File: src/hw/rtl/assert_macros.svh
// assertion macros shared by the rtl files
`ifndef ASSERT_MACROS_SVH
`define ASSERT_MACROS_SVH

`ifndef SYNTHESIS

// property must hold at every clock edge outside reset
`define XPS_ASSERT(lbl, clk, rst_n, prop) \
	lbl: assert property (@(posedge clk) disable iff (!rst_n) (prop)) \
		else $error("xps assertion failed");

// expression must never be true outside reset
`define XPS_NEVER(lbl, clk, rst_n, expr) \
	lbl: assert property (@(posedge clk) disable iff (!rst_n) !(expr)) \
		else $error("xps forbidden condition seen");

`else

`define XPS_ASSERT(lbl, clk, rst_n, prop)
`define XPS_NEVER(lbl, clk, rst_n, expr)

`endif

`endif

File: src/hw/rtl/xps_pkg.sv
// shared types and constants of the color spec parser
`default_nettype none

package xps_pkg;

	localparam int QDEPTH = 4;
	localparam int QIDX_W = $clog2(QDEPTH);
	localparam int QCNT_W = QIDX_W + 1;

	localparam logic [15:0] CH_R_LO   = 16'h0072;
	localparam logic [15:0] CH_R_UP   = 16'h0052;
	localparam logic [15:0] CH_G_LO   = 16'h0067;
	localparam logic [15:0] CH_G_UP   = 16'h0047;
	localparam logic [15:0] CH_B_LO   = 16'h0062;
	localparam logic [15:0] CH_B_UP   = 16'h0042;
	localparam logic [15:0] CH_COLON  = 16'h003A;
	localparam logic [15:0] CH_SLASH  = 16'h002F;
	localparam logic [15:0] CH_SHARP  = 16'h0023;

	localparam logic [3:0] NIB_MAX = 4'd12;
	localparam logic [2:0] DIG_MAX = 3'd4;

	typedef enum logic [2:0] {
		CL_R,
		CL_G,
		CL_B,
		CL_COLON,
		CL_SLASH,
		CL_SHARP,
		CL_OTHER
	} char_cls_t;

	// one classified character as it travels through the queue
	typedef struct packed {
		char_cls_t  cls;
		logic       is_hex;
		logic [3:0] hex;
		logic       last;
	} tok_t;

endpackage

`default_nettype wire

File: src/hw/rtl/xps_char_if.sv
// input channel: one character per beat
`default_nettype none

interface xps_char_if;
	logic        valid;
	logic        ready;
	logic [15:0] char_code;
	logic        last_char;

	modport source(output valid, output char_code, output last_char, input ready);
	modport sink(input valid, input char_code, input last_char, output ready);
endinterface

`default_nettype wire

File: src/hw/rtl/xps_color_if.sv
// output channel: one parsed color per beat
`default_nettype none

interface xps_color_if;
	logic       valid;
	logic       ready;
	logic       spec_valid;
	logic [7:0] red_out;
	logic [7:0] green_out;
	logic [7:0] blue_out;

	modport source(output valid, output spec_valid, output red_out, output green_out,
		output blue_out, input ready);
	modport sink(input valid, input spec_valid, input red_out, input green_out,
		input blue_out, output ready);
endinterface

`default_nettype wire

File: src/hw/rtl/xps_front.sv
// front end: accepts characters and classifies them into tokens
`default_nettype none

module xps_front (
	xps_char_if.sink    chars,
	output logic        push_valid,
	output xps_pkg::tok_t push_tok,
	input  logic        push_ready
);

	logic [15:0] c;

	assign c          = chars.char_code;
	assign push_valid = chars.valid;
	assign chars.ready = push_ready;

	always_comb begin
		push_tok.last   = chars.last_char;
		push_tok.is_hex = 1'b0;
		push_tok.hex    = 4'd0;
		if (c inside {[16'h0030:16'h0039]}) begin
			push_tok.is_hex = 1'b1;
			push_tok.hex    = c[3:0];
		end else if (c inside {[16'h0041:16'h0046], [16'h0061:16'h0066]}) begin
			push_tok.is_hex = 1'b1;
			push_tok.hex    = c[3:0] + 4'd9;
		end

		if (c == xps_pkg::CH_R_LO || c == xps_pkg::CH_R_UP) begin
			push_tok.cls = xps_pkg::CL_R;
		end else if (c == xps_pkg::CH_G_LO || c == xps_pkg::CH_G_UP) begin
			push_tok.cls = xps_pkg::CL_G;
		end else if (c == xps_pkg::CH_B_LO || c == xps_pkg::CH_B_UP) begin
			push_tok.cls = xps_pkg::CL_B;
		end else if (c == xps_pkg::CH_COLON) begin
			push_tok.cls = xps_pkg::CL_COLON;
		end else if (c == xps_pkg::CH_SLASH) begin
			push_tok.cls = xps_pkg::CL_SLASH;
		end else if (c == xps_pkg::CH_SHARP) begin
			push_tok.cls = xps_pkg::CL_SHARP;
		end else begin
			push_tok.cls = xps_pkg::CL_OTHER;
		end
	end

endmodule

`default_nettype wire

File: src/hw/rtl/xps_fifo.sv
// token queue between front and back ends
`default_nettype none
`include "assert_macros.svh"

module xps_fifo (
	input  logic          clk,
	input  logic          arst_n,
	input  logic          push_valid,
	input  xps_pkg::tok_t push_tok,
	output logic          push_ready,
	output logic          pop_valid,
	output xps_pkg::tok_t pop_tok,
	input  logic          pop_ready
);

	xps_pkg::tok_t                  mem [xps_pkg::QDEPTH];
	logic [xps_pkg::QIDX_W-1:0]     wr_ptr_q;
	logic [xps_pkg::QIDX_W-1:0]     rd_ptr_q;
	logic [xps_pkg::QCNT_W-1:0]     cnt_q;
	logic                           push;
	logic                           pop;

	assign push_ready = (cnt_q != xps_pkg::QCNT_W'(xps_pkg::QDEPTH));
	assign pop_valid  = (cnt_q != '0);
	assign pop_tok    = mem[rd_ptr_q];
	assign push       = push_valid && push_ready;
	assign pop        = pop_valid && pop_ready;

	always_ff @(posedge clk) begin
		if (push) begin
			mem[wr_ptr_q] <= push_tok;
		end
	end

	always_ff @(posedge clk or negedge arst_n) begin
		if (!arst_n) begin
			wr_ptr_q <= '0;
			rd_ptr_q <= '0;
			cnt_q    <= '0;
		end else begin
			if (push) begin
				wr_ptr_q <= wr_ptr_q + 1'b1;
			end
			if (pop) begin
				rd_ptr_q <= rd_ptr_q + 1'b1;
			end
			case ({push, pop})
				2'b10:   cnt_q <= cnt_q + 1'b1;
				2'b01:   cnt_q <= cnt_q - 1'b1;
				default: cnt_q <= cnt_q;
			endcase
		end
	end

	`XPS_NEVER(a_cnt_over, clk, arst_n, cnt_q > xps_pkg::QCNT_W'(xps_pkg::QDEPTH))
	`XPS_ASSERT(a_ptr_gap, clk, arst_n, (cnt_q == '0 || cnt_q == xps_pkg::QCNT_W'(xps_pkg::QDEPTH)) == (wr_ptr_q == rd_ptr_q))
	`XPS_ASSERT(a_cnt_track, clk, arst_n, (push && !pop) |=> cnt_q == $past(cnt_q) + 1'b1)

endmodule

`default_nettype wire

File: src/hw/rtl/xps_back.sv
// back end: parse state machine and registered color result
`default_nettype none
`include "assert_macros.svh"

module xps_back (
	input  logic          clk,
	input  logic          arst_n,
	input  logic          pop_valid,
	input  xps_pkg::tok_t pop_tok,
	output logic          pop_ready,
	xps_color_if.source   colors
);

	typedef enum logic [2:0] {
		PH_START,
		PH_R,
		PH_RG,
		PH_RGB,
		PH_FIELDS,
		PH_SHARP,
		PH_ERROR
	} phase_t;

	phase_t      phase_q, phase_n;
	logic [1:0]  comp_q, comp_n;
	logic [2:0]  dcnt_q, dcnt_n;
	logic [15:0] acc_q, acc_n;
	logic [7:0]  red_hold_q, red_hold_n;
	logic [7:0]  green_hold_q, green_hold_n;
	logic [47:0] nib_q, nib_n;
	logic [3:0]  ncnt_q, ncnt_n;

	logic        out_vld_q;
	logic        spec_valid_q;
	logic [7:0]  red_q, green_q, blue_q;

	logic        res_valid;
	logic [7:0]  res_r, res_g, res_b;
	logic [7:0]  fld_scaled;
	logic [7:0]  hold_scaled;
	logic        pop;

	assign pop_ready = !out_vld_q || colors.ready;
	assign pop       = pop_valid && pop_ready;

	// rgb form scaling of the field being collected
	always_comb begin
		case (dcnt_n)
			3'd1:    fld_scaled = {acc_n[3:0], acc_n[3:0]};
			3'd2:    fld_scaled = acc_n[7:0];
			3'd3:    fld_scaled = acc_n[11:4];
			3'd4:    fld_scaled = acc_n[15:8];
			default: fld_scaled = 8'd0;
		endcase
	end

	// rgb form scaling of the field closed by a slash
	always_comb begin
		case (dcnt_q)
			3'd1:    hold_scaled = {acc_q[3:0], acc_q[3:0]};
			3'd2:    hold_scaled = acc_q[7:0];
			3'd3:    hold_scaled = acc_q[11:4];
			3'd4:    hold_scaled = acc_q[15:8];
			default: hold_scaled = 8'd0;
		endcase
	end

	always_comb begin
		phase_n      = phase_q;
		comp_n       = comp_q;
		dcnt_n       = dcnt_q;
		acc_n        = acc_q;
		red_hold_n   = red_hold_q;
		green_hold_n = green_hold_q;
		nib_n        = nib_q;
		ncnt_n       = ncnt_q;
		case (phase_q)
			PH_START: begin
				if (pop_tok.cls == xps_pkg::CL_R) begin
					phase_n = PH_R;
				end else if (pop_tok.cls == xps_pkg::CL_SHARP) begin
					phase_n = PH_SHARP;
				end else begin
					phase_n = PH_ERROR;
				end
			end
			PH_R: phase_n = (pop_tok.cls == xps_pkg::CL_G) ? PH_RG : PH_ERROR;
			PH_RG: phase_n = (pop_tok.cls == xps_pkg::CL_B) ? PH_RGB : PH_ERROR;
			PH_RGB: phase_n = (pop_tok.cls == xps_pkg::CL_COLON) ? PH_FIELDS : PH_ERROR;
			PH_FIELDS: begin
				if (pop_tok.is_hex) begin
					if (dcnt_q >= xps_pkg::DIG_MAX) begin
						phase_n = PH_ERROR;
					end else begin
						acc_n  = {acc_q[11:0], pop_tok.hex};
						dcnt_n = dcnt_q + 3'd1;
					end
				end else if (pop_tok.cls == xps_pkg::CL_SLASH && comp_q < 2'd2
						&& dcnt_q != 3'd0) begin
					if (comp_q == 2'd0) begin
						red_hold_n = hold_scaled;
					end else begin
						green_hold_n = hold_scaled;
					end
					comp_n = comp_q + 2'd1;
					dcnt_n = 3'd0;
					acc_n  = 16'd0;
				end else begin
					phase_n = PH_ERROR;
				end
			end
			PH_SHARP: begin
				if (pop_tok.is_hex && ncnt_q < xps_pkg::NIB_MAX) begin
					nib_n  = {nib_q[43:0], pop_tok.hex};
					ncnt_n = ncnt_q + 4'd1;
				end else begin
					phase_n = PH_ERROR;
				end
			end
			default: phase_n = PH_ERROR;
		endcase
	end

	// result from the state after this character
	always_comb begin
		res_valid = 1'b0;
		res_r     = 8'd0;
		res_g     = 8'd0;
		res_b     = 8'd0;
		if (phase_n == PH_FIELDS && comp_n == 2'd2 && dcnt_n != 3'd0) begin
			res_valid = 1'b1;
			res_r     = red_hold_n;
			res_g     = green_hold_n;
			res_b     = fld_scaled;
		end else if (phase_n == PH_SHARP) begin
			res_valid = 1'b1;
			case (ncnt_n)
				4'd3: begin
					res_r = {nib_n[11:8], 4'd0};
					res_g = {nib_n[7:4], 4'd0};
					res_b = {nib_n[3:0], 4'd0};
				end
				4'd6: begin
					res_r = nib_n[23:16];
					res_g = nib_n[15:8];
					res_b = nib_n[7:0];
				end
				4'd9: begin
					res_r = nib_n[35:28];
					res_g = nib_n[23:16];
					res_b = nib_n[11:4];
				end
				4'd12: begin
					res_r = nib_n[47:40];
					res_g = nib_n[31:24];
					res_b = nib_n[15:8];
				end
				default: res_valid = 1'b0;
			endcase
		end
	end

	always_ff @(posedge clk or negedge arst_n) begin
		if (!arst_n) begin
			phase_q      <= PH_START;
			comp_q       <= 2'd0;
			dcnt_q       <= 3'd0;
			acc_q        <= 16'd0;
			red_hold_q   <= 8'd0;
			green_hold_q <= 8'd0;
			nib_q        <= 48'd0;
			ncnt_q       <= 4'd0;
			out_vld_q    <= 1'b0;
		end else begin
			if (pop) begin
				if (pop_tok.last) begin
					phase_q      <= PH_START;
					comp_q       <= 2'd0;
					dcnt_q       <= 3'd0;
					acc_q        <= 16'd0;
					red_hold_q   <= 8'd0;
					green_hold_q <= 8'd0;
					nib_q        <= 48'd0;
					ncnt_q       <= 4'd0;
				end else begin
					phase_q      <= phase_n;
					comp_q       <= comp_n;
					dcnt_q       <= dcnt_n;
					acc_q        <= acc_n;
					red_hold_q   <= red_hold_n;
					green_hold_q <= green_hold_n;
					nib_q        <= nib_n;
					ncnt_q       <= ncnt_n;
				end
			end
			if (pop && pop_tok.last) begin
				out_vld_q <= 1'b1;
			end else if (colors.ready) begin
				out_vld_q <= 1'b0;
			end
		end
	end

	always_ff @(posedge clk) begin
		if (pop && pop_tok.last) begin
			spec_valid_q <= res_valid;
			red_q        <= res_r;
			green_q      <= res_g;
			blue_q       <= res_b;
		end
	end

	assign colors.valid      = out_vld_q;
	assign colors.spec_valid = spec_valid_q;
	assign colors.red_out    = red_q;
	assign colors.green_out  = green_q;
	assign colors.blue_out   = blue_q;

	`XPS_ASSERT(a_inv_zero, clk, arst_n, (out_vld_q && !spec_valid_q) |->
		(red_q == 8'd0 && green_q == 8'd0 && blue_q == 8'd0))
	`XPS_ASSERT(a_end_clear, clk, arst_n, (pop && pop_tok.last) |=>
		(phase_q == PH_START && ncnt_q == 4'd0 && dcnt_q == 3'd0))
	`XPS_NEVER(a_cnt_range, clk, arst_n, ncnt_q > xps_pkg::NIB_MAX || dcnt_q > xps_pkg::DIG_MAX)

endmodule

`default_nettype wire

File: src/hw/rtl/xparsecolor_spec_parser.sv
// top level of the color spec parser
`default_nettype none

// Parses "rgb:r/g/b" and "#rgb"-style color specs one 16-bit character per
// beat, and returns one result beat (spec_valid plus 8-bit red, green, blue,
// all zero when invalid) for the beat that carries last_char. A character is
// taken every cycle while the four-entry token queue has room; the parse
// state machine in the back end retires one token per cycle while results
// are taken, so the sustained rate is one character per cycle. The result
// beat is registered: the last token is queued, popped by the back end
// and loaded into its output register; a held result stalls the back end
// only, not the input side, until the queue fills.
module xparsecolor_spec_parser (
	input  logic        clk,
	input  logic        arst_n,
	xps_char_if.sink    chars,
	xps_color_if.source colors
);

	logic          push_valid;
	logic          push_ready;
	xps_pkg::tok_t push_tok;
	logic          pop_valid;
	logic          pop_ready;
	xps_pkg::tok_t pop_tok;

	xps_front u_front (
		.chars      (chars),
		.push_valid (push_valid),
		.push_tok   (push_tok),
		.push_ready (push_ready)
	);

	xps_fifo u_fifo (
		.clk        (clk),
		.arst_n     (arst_n),
		.push_valid (push_valid),
		.push_tok   (push_tok),
		.push_ready (push_ready),
		.pop_valid  (pop_valid),
		.pop_tok    (pop_tok),
		.pop_ready  (pop_ready)
	);

	xps_back u_back (
		.clk       (clk),
		.arst_n    (arst_n),
		.pop_valid (pop_valid),
		.pop_tok   (pop_tok),
		.pop_ready (pop_ready),
		.colors    (colors)
	);

endmodule

`default_nettype wire

File: src/flat_wrapper.sv
// flat-port wrapper written by rule: the top's interface ports become plain ports
module xparsecolor_spec_parser_flat 
  (clk, arst_n, chars_valid, chars_char_code, chars_last_char, chars_ready, colors_valid, colors_spec_valid, colors_red_out, colors_green_out, colors_blue_out, colors_ready);
  xps_char_if chars_i ();
  xps_color_if colors_i ();
  input  logic clk;
  input  logic arst_n;
  input wire logic [$bits(chars_i.valid)-1:0] chars_valid;
  input wire logic [$bits(chars_i.char_code)-1:0] chars_char_code;
  input wire logic [$bits(chars_i.last_char)-1:0] chars_last_char;
  output wire logic [$bits(chars_i.ready)-1:0] chars_ready;
  output wire logic [$bits(colors_i.valid)-1:0] colors_valid;
  output wire logic [$bits(colors_i.spec_valid)-1:0] colors_spec_valid;
  output wire logic [$bits(colors_i.red_out)-1:0] colors_red_out;
  output wire logic [$bits(colors_i.green_out)-1:0] colors_green_out;
  output wire logic [$bits(colors_i.blue_out)-1:0] colors_blue_out;
  input wire logic [$bits(colors_i.ready)-1:0] colors_ready;
  assign chars_i.valid = chars_valid;
  assign chars_i.char_code = chars_char_code;
  assign chars_i.last_char = chars_last_char;
  assign chars_ready = chars_i.ready;
  assign colors_valid = colors_i.valid;
  assign colors_spec_valid = colors_i.spec_valid;
  assign colors_red_out = colors_i.red_out;
  assign colors_green_out = colors_i.green_out;
  assign colors_blue_out = colors_i.blue_out;
  assign colors_i.ready = colors_ready;
  xparsecolor_spec_parser u_core (.clk(clk), .arst_n(arst_n), .chars(chars_i), .colors(colors_i));
endmodule
File: config.mk
export PLATFORM = sky130hd
export DESIGN_NAME = xparsecolor_spec_parser_flat
export DESIGN_NICKNAME = d
export VERILOG_FILES = /design/src/hw/rtl/xps_pkg.sv /design/src/hw/rtl/xps_char_if.sv /design/src/hw/rtl/xps_color_if.sv /design/src/hw/rtl/xps_front.sv /design/src/hw/rtl/xps_fifo.sv /design/src/hw/rtl/xps_back.sv /design/src/hw/rtl/xparsecolor_spec_parser.sv /design/src/flat_wrapper.sv
export VERILOG_INCLUDE_DIRS = /design/src /design/src/hw/rtl
export SDC_FILE = /design/constraint.sdc
export NUM_CORES = 1
export LEC_CHECK = 0
export BUFFER_PORTS_ARGS = -buffer_cell sky130_fd_sc_hd__buf_2
export CAP_MARGIN = 20
export CORE_MARGIN = 2
export CORE_UTILIZATION = 33
export CTS_BUF_LIST = sky130_fd_sc_hd__clkbuf_4
export DETAILED_ROUTE_END_ITERATION = 10
export PLACE_DENSITY = 0.55
export SYNTH_ARGS = -nofsm -noshare
export SYNTH_HDL_FRONTEND = slang
export SYNTH_SLANG_ARGS = --single-unit
File: constraint.sdc
create_clock -name clk -period 2.85 [get_ports clk]
set_input_delay 0.1425 -clock clk [delete_from_list [all_inputs] [get_ports clk]]
set_output_delay 0.1425 -clock clk [all_outputs]
set_load 0.05 [all_outputs]
Yosys cells after proc, flatten, opt, wreduce, memory -nomap -nowiden
Memories as Yosys holds them, arrays and structs flattened.
Index checks and enable logic that the tools add are counted.
{"block": "word_totals", "output_inout_bits": 27, "regBits": 125, "n_memories": 1, "ramBits": 36}
{"name": "u_core.u_fifo.mem", "depth": 4, "width": 9, "read_ports": 1, "rd_clocked_by_memory_dff": 0, "write_ports": 1, "line": "xps_fifo.sv:16", "source": "xps_pkg::tok_t mem [xps_pkg::QDEPTH];"}
{"block": "op_classes", "n_mux": 67, "reduce_logical": 29, "eq_ne": 37, "addsub": 8, "n_lt_le_gt_ge": 9}
{"op": "case mux 8 bit (4 select lines)", "count": 5}
{"op": "two-way mux 48 bit", "count": 3}
{"op": "two-way mux 8 bit", "count": 16}
{"op": "equality test 16 x 7 -> 1 bit, second input constant", "count": 6}
{"op": "two-way mux 16 bit", "count": 5}
{"op": "two-way mux 3 bit", "count": 17}
{"op": "equality test 16 x 6 -> 1 bit, second input constant", "count": 3}
{"op": "greater-or-equal comparator 16 x 7 -> 1 bit, second input constant", "count": 2}
{"op": "<= comparator 16 x 7 -> 1 bit, second input constant", "count": 2}
{"op": "equality test 3 x 2 -> 1 bit, second input constant", "count": 8}
{"op": "equality test 3 bit, second input constant", "count": 8}
{"op": "case mux 3 bit (6 select lines)", "count": 1}
{"op": "greater-or-equal comparator 16 x 6 -> 1 bit, second input constant", "count": 1}
{"op": "<= comparator 16 x 6 -> 1 bit, second input constant", "count": 1}
{"op": "two-way mux 2 bit", "count": 8}
{"op": "equality test 3 x 1 -> 1 bit, second input constant", "count": 4}
{"op": "two-way mux 4 bit", "count": 3}
{"op": "logical AND 1 bit", "count": 11}
{"op": "two-way mux 5 bit", "count": 2}
{"op": "nonzero test 2 bit", "count": 5}
{"op": "nonzero test 3 bit", "count": 3}
{"op": "equality test 4 bit, second input constant", "count": 2}
{"op": "adder 2 x 1 -> 2 bit, second input constant", "count": 3}
{"op": "adder 3 x 1 -> 3 bit, second input constant", "count": 2}
{"op": "other kinds (19)", "count": 29}

Depth between registers and ports, before layout
Gate-level depths: netlist of the first run.
An unclocked memory read counts as a cell.
{"block": "logic_depth", "ltp_word": 11, "mapped_depth": 11, "depth_no_buf": 10}

By module
From an unflattened synthesis of the first run, not the netlist that was laid out.
{"block": "hier_totals", "cells_unflattened": 853, "hier_area_um2": 9066.2}
{"module": "xps_back", "area_per_inst_um2": 6935.4, "cells_per_inst": 717, "n_inst": 1}
{"module": "xps_fifo", "area_per_inst_um2": 1725.4, "cells_per_inst": 84, "n_inst": 1}
{"module": "xps_front", "area_per_inst_um2": 405.4, "cells_per_inst": 52, "n_inst": 1}

Worst setup path after synthesis of the first run
Ideal clock, no wire load.
{"block": "synth_path", "path_type": "register to register", "startpoint": "register u_core.u_fifo.rd_ptr_q[0] (netlist name)", "endpoint": "register u_core.u_back.blue_q[3] (netlist: u_core.u_back.colors.blue_out[3]), data pin", "synth_period_minus_slack_ns": 2.732, "setup_time_ns": 0.273, "stages_incl_launch_ff": 11, "setup_slack_ns": 0.118, "path_buffers": 3, "arrival_ns": 2.459, "required_ns": 2.577, "cell_sequence": "dfrtp_1 > mux4_2 > buf_4 > buf_2 > and2_1 > buf_6 > nand2_1 > a21oi_1 > mux4_2 > a221oi_1 > o22ai_1"}
{"block": "synth_between", "elab_chain_cells": 11, "word_cells_on_any_way": 51, "cone_classes": "16 x eq/ne; 27 x mux; 7 x reduce/logical; 1 x memory"}
{"item": "start: declaration", "line": "xps_fifo.sv:18", "source": "logic [xps_pkg::QIDX_W-1:0] rd_ptr_q;"}
{"item": "start signal: assignment", "line": "xps_fifo.sv:45", "source": "rd_ptr_q <= rd_ptr_q + 1'b1;"}
{"item": "memory (4 x 9 bit) *"}
{"item": "equality test 3 bit", "line": "xps_back.sv:98", "source": "end else if (pop_tok.cls == xps_pkg::CL_SLASH && comp_q < 2'd2"}
{"item": "logical AND 1 bit", "line": "xps_back.sv:98"}
{"item": "logical AND 1 bit", "line": "xps_back.sv:99", "source": "&& dcnt_q != 3'd0) begin"}
{"item": "two-way mux 3 bit / two-way mux 2 bit (equally long branches)", "line": "xps_back.sv:98"}
{"item": "two-way mux 3 bit / two-way mux 2 bit (equally long branches)", "line": "xps_back.sv:91", "source": "if (pop_tok.is_hex) begin"}
{"item": "case mux 3 bit (6 select lines) / two-way mux 2 bit (equally long branches)", "line": "xps_back.sv:77", "source": "case (phase_q)"}
{"item": "equality test 3 bit / equality test 2 bit (equally long branches)", "line": "xps_back.sv:130", "source": "if (phase_n == PH_FIELDS && comp_n == 2'd2 && dcnt_n != 3'd0) begin"}
{"item": "logical AND 1 bit (2 in a row)", "line": "xps_back.sv:130"}
{"item": "two-way mux 8 bit *", "line": "xps_back.sv:130"}
{"item": "net u_core.u_back.res_b[3]", "line": "xps_back.sv:38", "source": "logic [7:0] res_r, res_g, res_b;"}
{"item": "end signal: assignment", "line": "xps_back.sv:209", "source": "blue_q <= res_b;"}
{"item": "end: declaration", "line": "xps_back.sv:35", "source": "logic [7:0] red_q, green_q, blue_q;"}
Mark *: on every way through the listed nets, which the timed path passes. The rest lies on a longest branch. The select of a mux whose other input is x is not followed.
A chain may end at the register's enable or synchronous reset.

Worst setup path after layout of the first run
Same ends and word-level chain as after synthesis.

==> results.sh, run 1 <==
export IMPL_synth_edf_count=61
export IMPL_grt_pass1_wl_microns=37800
export IMPL_maxSlewHeadroom_pct=54.6
export IMPL_numClockSinks=161
export IMPL_finalNonFillerCells=1308
export IMPL_critPathArrivalTime_ns=3.17
export IMPL_grt_util_all_layers_pct=16.9
export IMPL_cp_num_buf_inv=2
export IMPL_drive_above_1_share_pct=27.3
export IMPL_drt_wirelength_per_cell_microns=17.9
export IMPL_post_place_cells=1264
export IMPL_critPathRequiredTime_ns=3.27
export IMPL_crit_type="register to register"
export IMPL_synth_flop_cell="dfrtp_1"
export IMPL_die_width_microns=167
export IMPL_grt_max_degree=52
export IMPL_gr_total_overflow=0
export IMPL_port_buffer_count=47
export IMPL_slowest_stage="or4_4"
export IMPL_ys_top_cells_by_area="dfrtp_1, edfxtp_1, a22o_1, mux2i_1, nand2_1"
export IMPL_finalCritPeriodShare_pct=96.8
export IMPL_finalHoldViolCount=0
export IMPL_synth_seq_area_share_pct=49.2
export IMPL_cts_root_buf="clkbuf_4"
export IMPL_ys_ff_latch=161
export IMPL_ff2ff_setup_slack_ns=0.09
export IMPL_cellLeakagePower_nw=4.35
export IMPL_initial_core_util_pct=33.7
export IMPL_status="complete, but fails checks"
export IMPL_yosysWarnings=0
export IMPL_cts_tree="yes"
export IMPL_finClkSkew_ns=0.0363
export IMPL_rows=59
export IMPL_grt_pass1_vias=6876
export IMPL_synth_top_area_share_pct=28.4
export IMPL_syn_inst=827
export IMPL_gp_congestion=0.855
export IMPL_cap_violations=0
export IMPL_drtAntennaViolNets=0
export IMPL_rsz0062_at_grt="no"
export IMPL_max_stage_delay_ns=0.61
export IMPL_hold_class="primary input to register"
export IMPL_nets=997
export IMPL_htreeDepth=4
export IMPL_yosysTopAreaCell="dfrtp_1"
export IMPL_tightest_slew_ns=0.681
export IMPL_final_setup_tns_ns=0
export IMPL_layout_min_cycle_time_ns=2.76
export IMPL_dieArea_sq_mm=0.0280
export IMPL_drtPass1Iterations=8
export IMPL_area_growth_pct=22.3
export IMPL_slew_viol_final=0
export IMPL_drt_wl_total_microns=23400
export IMPL_antenna_found_initial=1
export IMPL_viasPerCell=5.42
export IMPL_nFillCells=2609
export IMPL_ys_types=75
export IMPL_numCtsBuffers=17
export IMPL_drcViolationCount=7
export IMPL_cp_max_fo=12
export IMPL_power_per_cell_area_mw_per_mm2=790
export IMPL_cp_cell_sequence="mux4_2 -> buf_6 -> a41oi_4 -> o21a_1 -> nor2_1 -> or4_4 -> clkbuf_16 -> o22ai_1"
export IMPL_max_freq_mhz=363
export IMPL_core_area_sq_mm=0.0261
export IMPL_drtIter0Drc=577
export IMPL_die_y_microns=167
export IMPL_yosysMostFrequentCell="nand2_1"
export IMPL_async_flop_share_pct=62.1
export IMPL_clock_path_buffers=2
export IMPL_ios=48
export IMPL_finalSetupViolations=0
export IMPL_vias=7083
export IMPL_end_kind="register"
export IMPL_clk_pin_slew_ns=0.14
export IMPL_clkLatencyLatePin_ns=0.59
export IMPL_dp_worst_setup_slack_ns=-0.0764
export IMPL_start_kind="register"
export IMPL_cp_top_family="simple AND/OR/NAND/NOR gates"
export IMPL_dp_hpwl_microns=16700
export IMPL_syn_nets=865
export IMPL_yosys_top_cells_count="nand2_1, dfrtp_1, a22o_1, edfxtp_1, nor2_1"
export IMPL_layout_setup_ws_ns=0.0918
export IMPL_syn_area_sq_mm=0.00881
export IMPL_synth_area_per_cell_sq_um=10.7
export IMPL_peakVddDrop_v=0.000329
export IMPL_violations="DRC"
==> path summary, 6_finish.rpt <==
check | from | endpoint | cells after the start
max in group asynchronous | arst_n | u_core.u_back.dcnt_q[1] | 3
max reg2reg | u_core.u_fifo.rd_ptr_q[0] | u_core.u_back.colors.blue_out[3] | 8
min | chars_char_code[3] | u_core.u_fifo.mem[0][4] | 3
max | u_core.u_fifo.rd_ptr_q[0] | u_core.u_back.colors.blue_out[3] | 8
min in group asynchronous | arst_n | u_core.u_back.nib_q[28] | 2
min reg2reg | u_core.u_back.green_hold_q[2] | u_core.u_back.green_hold_q[2] | 1
==> placed cells by master (no fill, tap or decap), types with 6 or more instances in the layout <==
master,n
dfrtp_1,97
buf_12,10
edfxtp_1,61
and2_1,6
buf_4,105
a22o_1,74
nor2_1,55
inv_1,22
a31oi_1,8
nor3_1,10
mux2i_1,48
o22ai_1,48
nand3_1,9
ha_1,16
xnor2_1,6
nand2_1,107
o21ai_1,8
clkbuf_4,17
and3_1,9
a21oi_1,25
o21ai_0,28
nor2b_1,9
buf_2,46
==> worst reg2reg max path, stage by stage (launching register included) <==
cell and delay (ns):
dfrtp_2 0.44, mux4_2 0.58, buf_6 0.16, a41oi_4 0.18, o21a_1 0.21, nor2_1 0.08, or4_4 0.61, clkbuf_16 0.21
o22ai_1 0.14
==> report_power, final <==
part | leakage (nW) | total, mW | switching, mW | internal, mW
sequential | 1.97 | 3.07 | 0.243 | 2.83
clock | 0.172 | 1.56 | 0.917 | 0.639
combinational | 2.21 | 3.89 | 2.54 | 1.35
==> layer usage <==
layer / GRT usage, % / share of wire, %
met2: 27.6 / 47
met4: 3.59 / 1.1
met1: 23.7 / 47
met3: 3.03 / 4.1
met5: 0 / 0
==> registers in the layout (all words and copies together) (netlist names), 4 cells and up <==
name	flops
u_core.u_back.ncnt_q	4
u_core.u_back.green_hold_q	8
u_core.u_fifo.mem	36
u_core.u_back.red_hold_q	8
u_core.u_back.acc_q	16
u_core.u_back.nib_q	48
u_core.u_back.colors.red_out	8
u_core.u_back.colors.blue_out	8
u_core.u_back.colors.green_out	8
==> what timing repair did <==
action | in CTS | in global routing
gates resized for setup | 4 | 42
buffers inserted | 0 | 4
endpoints found under the hold margin | 57 | 0
hold buffers | 4 | 0
gates cloned | 0 | 2
pin swaps | 0 | 13
setup endpoints to repair | 5 | 25
==> cells by family (layout without fill, tap and decap cells) <==
| kind of cell | count (synthesis) | count (layout) | synth area share (%) |
|---|---|---|---|
| compound gates | 253 | 253 | 20.8 |
| xor+xnor | 10 | 10 | 0.994 |
| fa+ha+maj | 17 | 17 | 2.50 |
| buf+inv | 79 | 224 | 4.32 |
| flops | 161 | 161 | 49.2 |
| mux | 64 | 64 | 9.00 |
| other cells | 0 | 1 | 0 |
| simple gates | 243 | 243 | 13.2 |
==> metrics by stage <==
step | area (sq um) | hold WS, ns | power [mW] | util (%)
after floorplan | 8810 | -0.153 | 5.44 | -
after CTS | 10500 | 0.0147 | 8.39 | 40.2
after global placement | 10100 | 0.231 | 6.77 | 38.8
after global routing | 10800 | 0.0332 | 9.01 | 41.2
final | 10800 | 0.0513 | 8.52 | 41.2
after detailed placement | 10100 | 0.236 | 6.82 | 38.8
==> layout make-up <==
type | instances | area [sq um] | area share (%)
inverter | 24 | 90.1 | 0.836
sequential | 161 | 4340 | 40.3
multi-input combinational | 587 | 4280 | 39.8
tap | 335 | 419 | 3.89
clock inverter | 15 | 195 | 1.81
clock buffer | 17 | 128 | 1.18
timing repair buffer | 168 | 1320 | 12.2
antenna | 1 | 2.50 | 0.0232
No activity file was read; power rests on OpenSTA's default activity.
==> inputs of run 2 (changes only) <==
CTS_BUF_LIST = not set   (was sky130_fd_sc_hd__clkbuf_4)
==> results.sh, run 2 (synthesis results as in run 1) <==
export IMPL_largestRegisters="u_core.u_back.nib_q (48), u_core.u_fifo.mem (36), u_core.u_back.acc_q (16)"
export IMPL_hold_class="primary input to register"
export IMPL_drt_wl_total_microns=23600
export IMPL_cts_root_buf="clkbuf_16"
export IMPL_cts_tree="yes"
export IMPL_clkLatencyLatePin_ns=0.44
export IMPL_numClockSinks=161
export IMPL_drtIter0Drc=533
export IMPL_critPathArrivalTime_ns=3.04
export IMPL_tightest_slew_ns=0.681
export IMPL_area_growth_pct=25.4
export IMPL_drive_above_1_share_pct=27.0
export IMPL_start_kind="register"
export IMPL_worstReg2RegStart="u_core.u_fifo.rd_ptr_q[0]"
export IMPL_finalSetupViolations=0
export IMPL_ff2ff_setup_slack_ns=0.09
export IMPL_antenna_found_initial=0
export IMPL_layout_common_cells="nand2_1, buf_4, dfrtp_1"
export IMPL_final_setup_tns_ns=0
export IMPL_core_area_sq_mm=0.0261
export IMPL_gp_congestion=0.855
export IMPL_die_width_microns=167
export IMPL_endpoint="u_core.u_back.colors.blue_out[3]"
export IMPL_viasPerCell=5.41
export IMPL_vias=7066
export IMPL_antenna_cells=0
export IMPL_largest_reg_flops=48
export IMPL_end_kind="register"
export IMPL_final_util_pct=42.3
export IMPL_maxSlewHeadroom_pct=54.6
export IMPL_reg2reg_depth=8
export IMPL_nets=996
export IMPL_htreeDepth=4
export IMPL_die_y_microns=167
export IMPL_max_freq_mhz=362
export IMPL_grt_pass1_vias=6911
export IMPL_rows=59
export IMPL_dieArea_sq_mm=0.0280
export IMPL_finalHoldViolCount=0
export IMPL_initial_core_util_pct=33.7
export IMPL_critPathRequiredTime_ns=3.12
export IMPL_grt_pass1_wl_microns=38000
export IMPL_finalCritPeriodShare_pct=97.0
export IMPL_gr_total_overflow=0
export IMPL_top_register="u_core.u_back.nib_q"
export IMPL_peakVddDrop_v=0.000508
export IMPL_layout_min_cycle_time_ns=2.76
export IMPL_grt_util_all_layers_pct=17.1
export IMPL_numCtsBuffers=17
export IMPL_slew_viol_final=0
export IMPL_dp_worst_setup_slack_ns=-0.0764
export IMPL_port_buffer_count=47
export IMPL_drtAntennaViolNets=0
export IMPL_clock_path_buffers=2
export IMPL_crit_type="register to register"
export IMPL_grt_max_degree=52
export IMPL_violations="DRC"
export IMPL_ios=48
export IMPL_drt_wirelength_per_cell_microns=18.1
export IMPL_layout_setup_ws_ns=0.0868
export IMPL_drtPass1Iterations=8
export IMPL_power_per_cell_area_mw_per_mm2=850
export IMPL_clk_pin_slew_ns=0.07
export IMPL_dp_hpwl_microns=16700
export IMPL_drcViolationCount=7
export IMPL_r2r_end="u_core.u_back.colors.blue_out[3]"
export IMPL_cellLeakagePower_nw=4.48
export IMPL_cap_violations=0
export IMPL_final_common_cell="nand2_1"
export IMPL_status="complete, but fails checks"
export IMPL_finClkSkew_ns=0.0156
export IMPL_cp_max_fo=12
export IMPL_crit_path_start="u_core.u_fifo.rd_ptr_q[0]"
[run 2: cell types whose count changed in the layout (fill, tap and decap cells not counted), moves of 2 or more]
cell           previous run  this run
a21oi_1                  25        27
clkbuf_4                 17         0
a21oi_2                   5         3
buf_6                     1         3
dlygate4sd3_1             4         2
clkbuf_16                 2        20
[run 2: worst min-delay path by stage]
stage / start / endpoint / slack [ns] / cells after the start
final: colors_ready / u_core.u_back.colors.valid / 0.01 / 3
after CTS: colors_ready / u_core.u_back.colors.valid / 0.02 / 3
after global placement: arst_n / u_core.u_back.nib_q[28] / 0.23 / 1
after floorplan: arst_n / u_core.u_back.acc_q[0] / -0.15 / 0
after detailed placement: arst_n / u_core.u_back.nib_q[28] / 0.24 / 1
after global routing: colors_ready / u_core.u_back.colors.valid / 0.06 / 3
[run 2: power by group]
group / switching, mW / leakage [nW] / internal (mW) / total [mW]
logic: 2.52 / 2.21 / 1.35 / 3.86
clock network: 1.04 / 0.304 / 1.40 / 2.45
registers: 0.241 / 1.97 / 2.83 / 3.08
[run 2: repair_timing]
item,CTS,global route
endpoints found under the hold margin,54,0
setup buffers,0,5
resized for setup,4,39
cloned,0,2
pin swaps,0,14
hold buffers,2,0
setup endpoints to repair,6,30
[run 2: routing by layer]
| metal | vias up | share of wire, % | wire length, microns | track usage [%] |
|---|---|---|---|---|
| met4 | 0 | 1.1 | 254 | 4.16 |
| met2 | 147 | 48 | 11300 | 28.0 |
| met5 | - | 0 | 0 | 0 |
| met3 | 19 | 3.3 | 768 | 2.93 |
| li1 | 3400 | - | - | - |
| met1 | 3500 | 48 | 11300 | 23.7 |
[run 2: area by class of cell]
type / instances / area, sq um
Inverter: 24 / 90.1
Clock inverter: 13 / 161
Multi-Input combinational cell: 587 / 4260
Clock buffer: 19 / 464
Tap cell: 335 / 419
Timing Repair Buffer: 167 / 1320
Sequential cell: 161 / 4340
Fill cell: 2569 / 15100
[run 2: through the flow]
step / power (mW) / cells / area, sq um / hold slack, ns
2_1_floorplan: 5.44 / 827 / 8810 / -0.153
3_3_place_gp: 6.77 / 1264 / 10100 / 0.231
3_5_place_dp: 6.82 / 1264 / 10100 / 0.236
4_1_cts: 9.28 / 1298 / 10800 / 0.0239
5_1_grt: 9.88 / 1306 / 11000 / 0.0603
6_report: 9.39 / 1306 / 11000 / 0.0133
[run 2: worst max-delay path, stage by stage (launching register included)]
cell and delay [ns]:
dfrtp_2 0.43, mux4_2 0.59, buf_6 0.16, a41oi_4 0.18, o21a_1 0.21, nor2_1 0.08
or4_4 0.61, clkbuf_16 0.21, o22ai_1 0.13
==> inputs of run 3 (changes only) <==
CTS_BUF_LIST = sky130_fd_sc_hd__clkbuf_2   (was not set)
clock period = 2.4 ns   (was 2.85 ns; I/O delays follow)
==> results.sh, run 3 (synthesis results as in run 1) <==
export IMPL_core_area_sq_mm=0.0261
export IMPL_cap_violations=0
export IMPL_clock_path_buffers=2
export IMPL_clkLatencyLatePin_ns=0.80
export IMPL_grt_util_all_layers_pct=17.8
export IMPL_rows=59
export IMPL_crit_type="register to register"
export IMPL_numCtsBuffers=17
export IMPL_area_growth_pct=30.4
export IMPL_drive_above_1_share_pct=31.9
export IMPL_cp_cell_sequence="buf_6 -> mux4_2 -> nor2b_4 -> and4b_2 -> a31oi_4 -> nor4b_4 -> o21ai_2 -> buf_12 -> o22ai_2"
export IMPL_layout_setup_ws_ns=-0.369
export IMPL_layout_min_cycle_time_ns=2.77
export IMPL_initial_core_util_pct=33.7
export IMPL_critPathArrivalTime_ns=3.41
export IMPL_finalHoldViolCount=0
export IMPL_start_kind="register"
export IMPL_die_width_microns=167
export IMPL_die_y_microns=167
export IMPL_dieArea_sq_mm=0.0280
export IMPL_dp_worst_setup_slack_ns=-0.452
export IMPL_whs_ns=0.0812
export IMPL_top_register="u_core.u_back.nib_q"
export IMPL_slowest_stage="mux4_2"
export IMPL_drt_wirelength_per_cell_microns=18.3
export IMPL_status="complete, but fails checks"
export IMPL_drtIter0Drc=607
export IMPL_dp_hpwl_microns=17300
export IMPL_peakVddDrop_v=0.000477
export IMPL_cp_max_fo=17
export IMPL_gr_total_overflow=0
export IMPL_grt_pass1_vias=7258
export IMPL_cts_tree="yes"
export IMPL_final_setup_tns_ns=-8.77
export IMPL_grt_max_degree=47
export IMPL_grt_pass1_wl_microns=39500
export IMPL_layout_common_cells="buf_4, nand2_1, dfrtp_1"
export IMPL_drtPass1Iterations=10
export IMPL_htreeDepth=4
export IMPL_drcViolationCount=7
export IMPL_largestRegisters="u_core.u_back.nib_q (48), u_core.u_fifo.mem (36), u_core.u_back.acc_q (16)"
export IMPL_final_common_cell="buf_4"
export IMPL_gp_congestion=0.882
export IMPL_vias=7399
export IMPL_largest_reg_flops=48
export IMPL_drtAntennaViolNets=0
export IMPL_nets=1049
export IMPL_max_freq_mhz=361
export IMPL_numClockSinks=161
export IMPL_clk_pin_slew_ns=0.26
export IMPL_cts_root_buf="clkbuf_2"
export IMPL_power_per_cell_area_mw_per_mm2=895
export IMPL_cellLeakagePower_nw=4.61
export IMPL_end_kind="register"
export IMPL_drt_wl_total_microns=24900
export IMPL_critPathRequiredTime_ns=3.04
export IMPL_hold_class="primary input to register"
export IMPL_antenna_found_initial=1
export IMPL_port_buffer_count=47
export IMPL_rsz0062_at_grt="yes"
export IMPL_slew_viol_final=0
export IMPL_ios=48
export IMPL_maxSlewHeadroom_pct=55.1
export IMPL_tightest_slew_ns=0.666
export IMPL_finalCritPeriodShare_pct=115
export IMPL_viasPerCell=5.44
export IMPL_finalSetupViolations=42
export IMPL_violations="DRC, setup timing"
export IMPL_max_stage_delay_ns=0.57
export IMPL_finClkSkew_ns=0.0567
[run 3: changes by cell type in the layout (fill, tap and decap cells not counted), sizes merged]
cell / previous run / this run
inv: 31 / 33
buf: 163 / 199
dlygate4sd3: 2 / 19
diode: 0 / 1
clkinv: 2 / 6
bufinv: 2 / 0
clkinvlp: 2 / 0
clkbuf: 21 / 19
[run 3: layer usage]
metal | up-vias | track usage (%) | part of all wire (%)
li1 | 3507 | - | -
met1 | 3664 | 24.1 | 46
met5 | - | 0 | 0
met4 | 0 | 5.22 | 2.0
met3 | 28 | 2.74 | 4.2
met2 | 200 | 29.7 | 48
[run 3: final timing paths]
path | startpoint | to | slack, ns | cells after the start
worst max-delay path | u_core.u_fifo.rd_ptr_q[0] | u_core.u_back.colors.red_out[7] | -0.37 | 9
worst min-delay path | chars_char_code[9] | u_core.u_fifo.mem[1][8] | 0.08 | 7
worst max register to register | u_core.u_fifo.rd_ptr_q[0] | u_core.u_back.colors.red_out[7] | -0.37 | 9
worst min register to register | u_core.u_back.red_hold_q[2] | u_core.u_back.red_hold_q[2] | 0.54 | 1
max in group asynchronous | arst_n | u_core.u_fifo.rd_ptr_q[0] | 1.68 | 4
min in group asynchronous | arst_n | u_core.u_back.nib_q[34] | 0.36 | 4
[run 3: final cells by class]
type,instances,area (sq um)
fillers,2499,14600
multi-input cells,587,4520
flip-flops and latches,161,4340
repair buffers,220,1880
well taps,335,419
clock inverters,15,159
inverters,24,90.1
clock buffers,17,85.1
diodes,1,2.50
[run 3: critical path, delay by kind of cell (launching register included)]
family,cells,cell delay [ns]
simple gates,3,0.87
mux,1,0.57
flops,1,0.49
compound gates,3,0.43
buf+inv,2,0.29
[run 3: stage by stage]
| step | utilization (%) | instance area, sq um | std cells | power, mW |
|---|---|---|---|---|
| 2_1_floorplan | - | 8870 | 827 | 6.51 |
| 3_3_place_gp | 39.4 | 10300 | 1283 | 8.24 |
| 3_5_place_dp | 39.4 | 10300 | 1283 | 8.31 |
| 4_1_cts | 43.0 | 11200 | 1350 | 10.2 |
| 5_1_grt | 44.0 | 11500 | 1360 | 10.8 |
| 6_report | 44.0 | 11500 | 1360 | 10.3 |
[run 3: where the power goes]
group	internal [mW]	switching (mW)	leakage, nW
Clock	0.351	1.19	0.148
Sequential	3.36	0.314	1.97
Combinational	1.91	3.15	2.49
Total	5.62	4.65	4.61
[run 3: repair_timing]
action                     in CTS  in global routing
hold buffers                   20                  0
pin swaps                      14                 12
setup buffers                  11                  7
hold endpoints to repair      185                  0
cloned                          4                  2
resized for setup              65                 32
setup endpoints to repair      58                 82
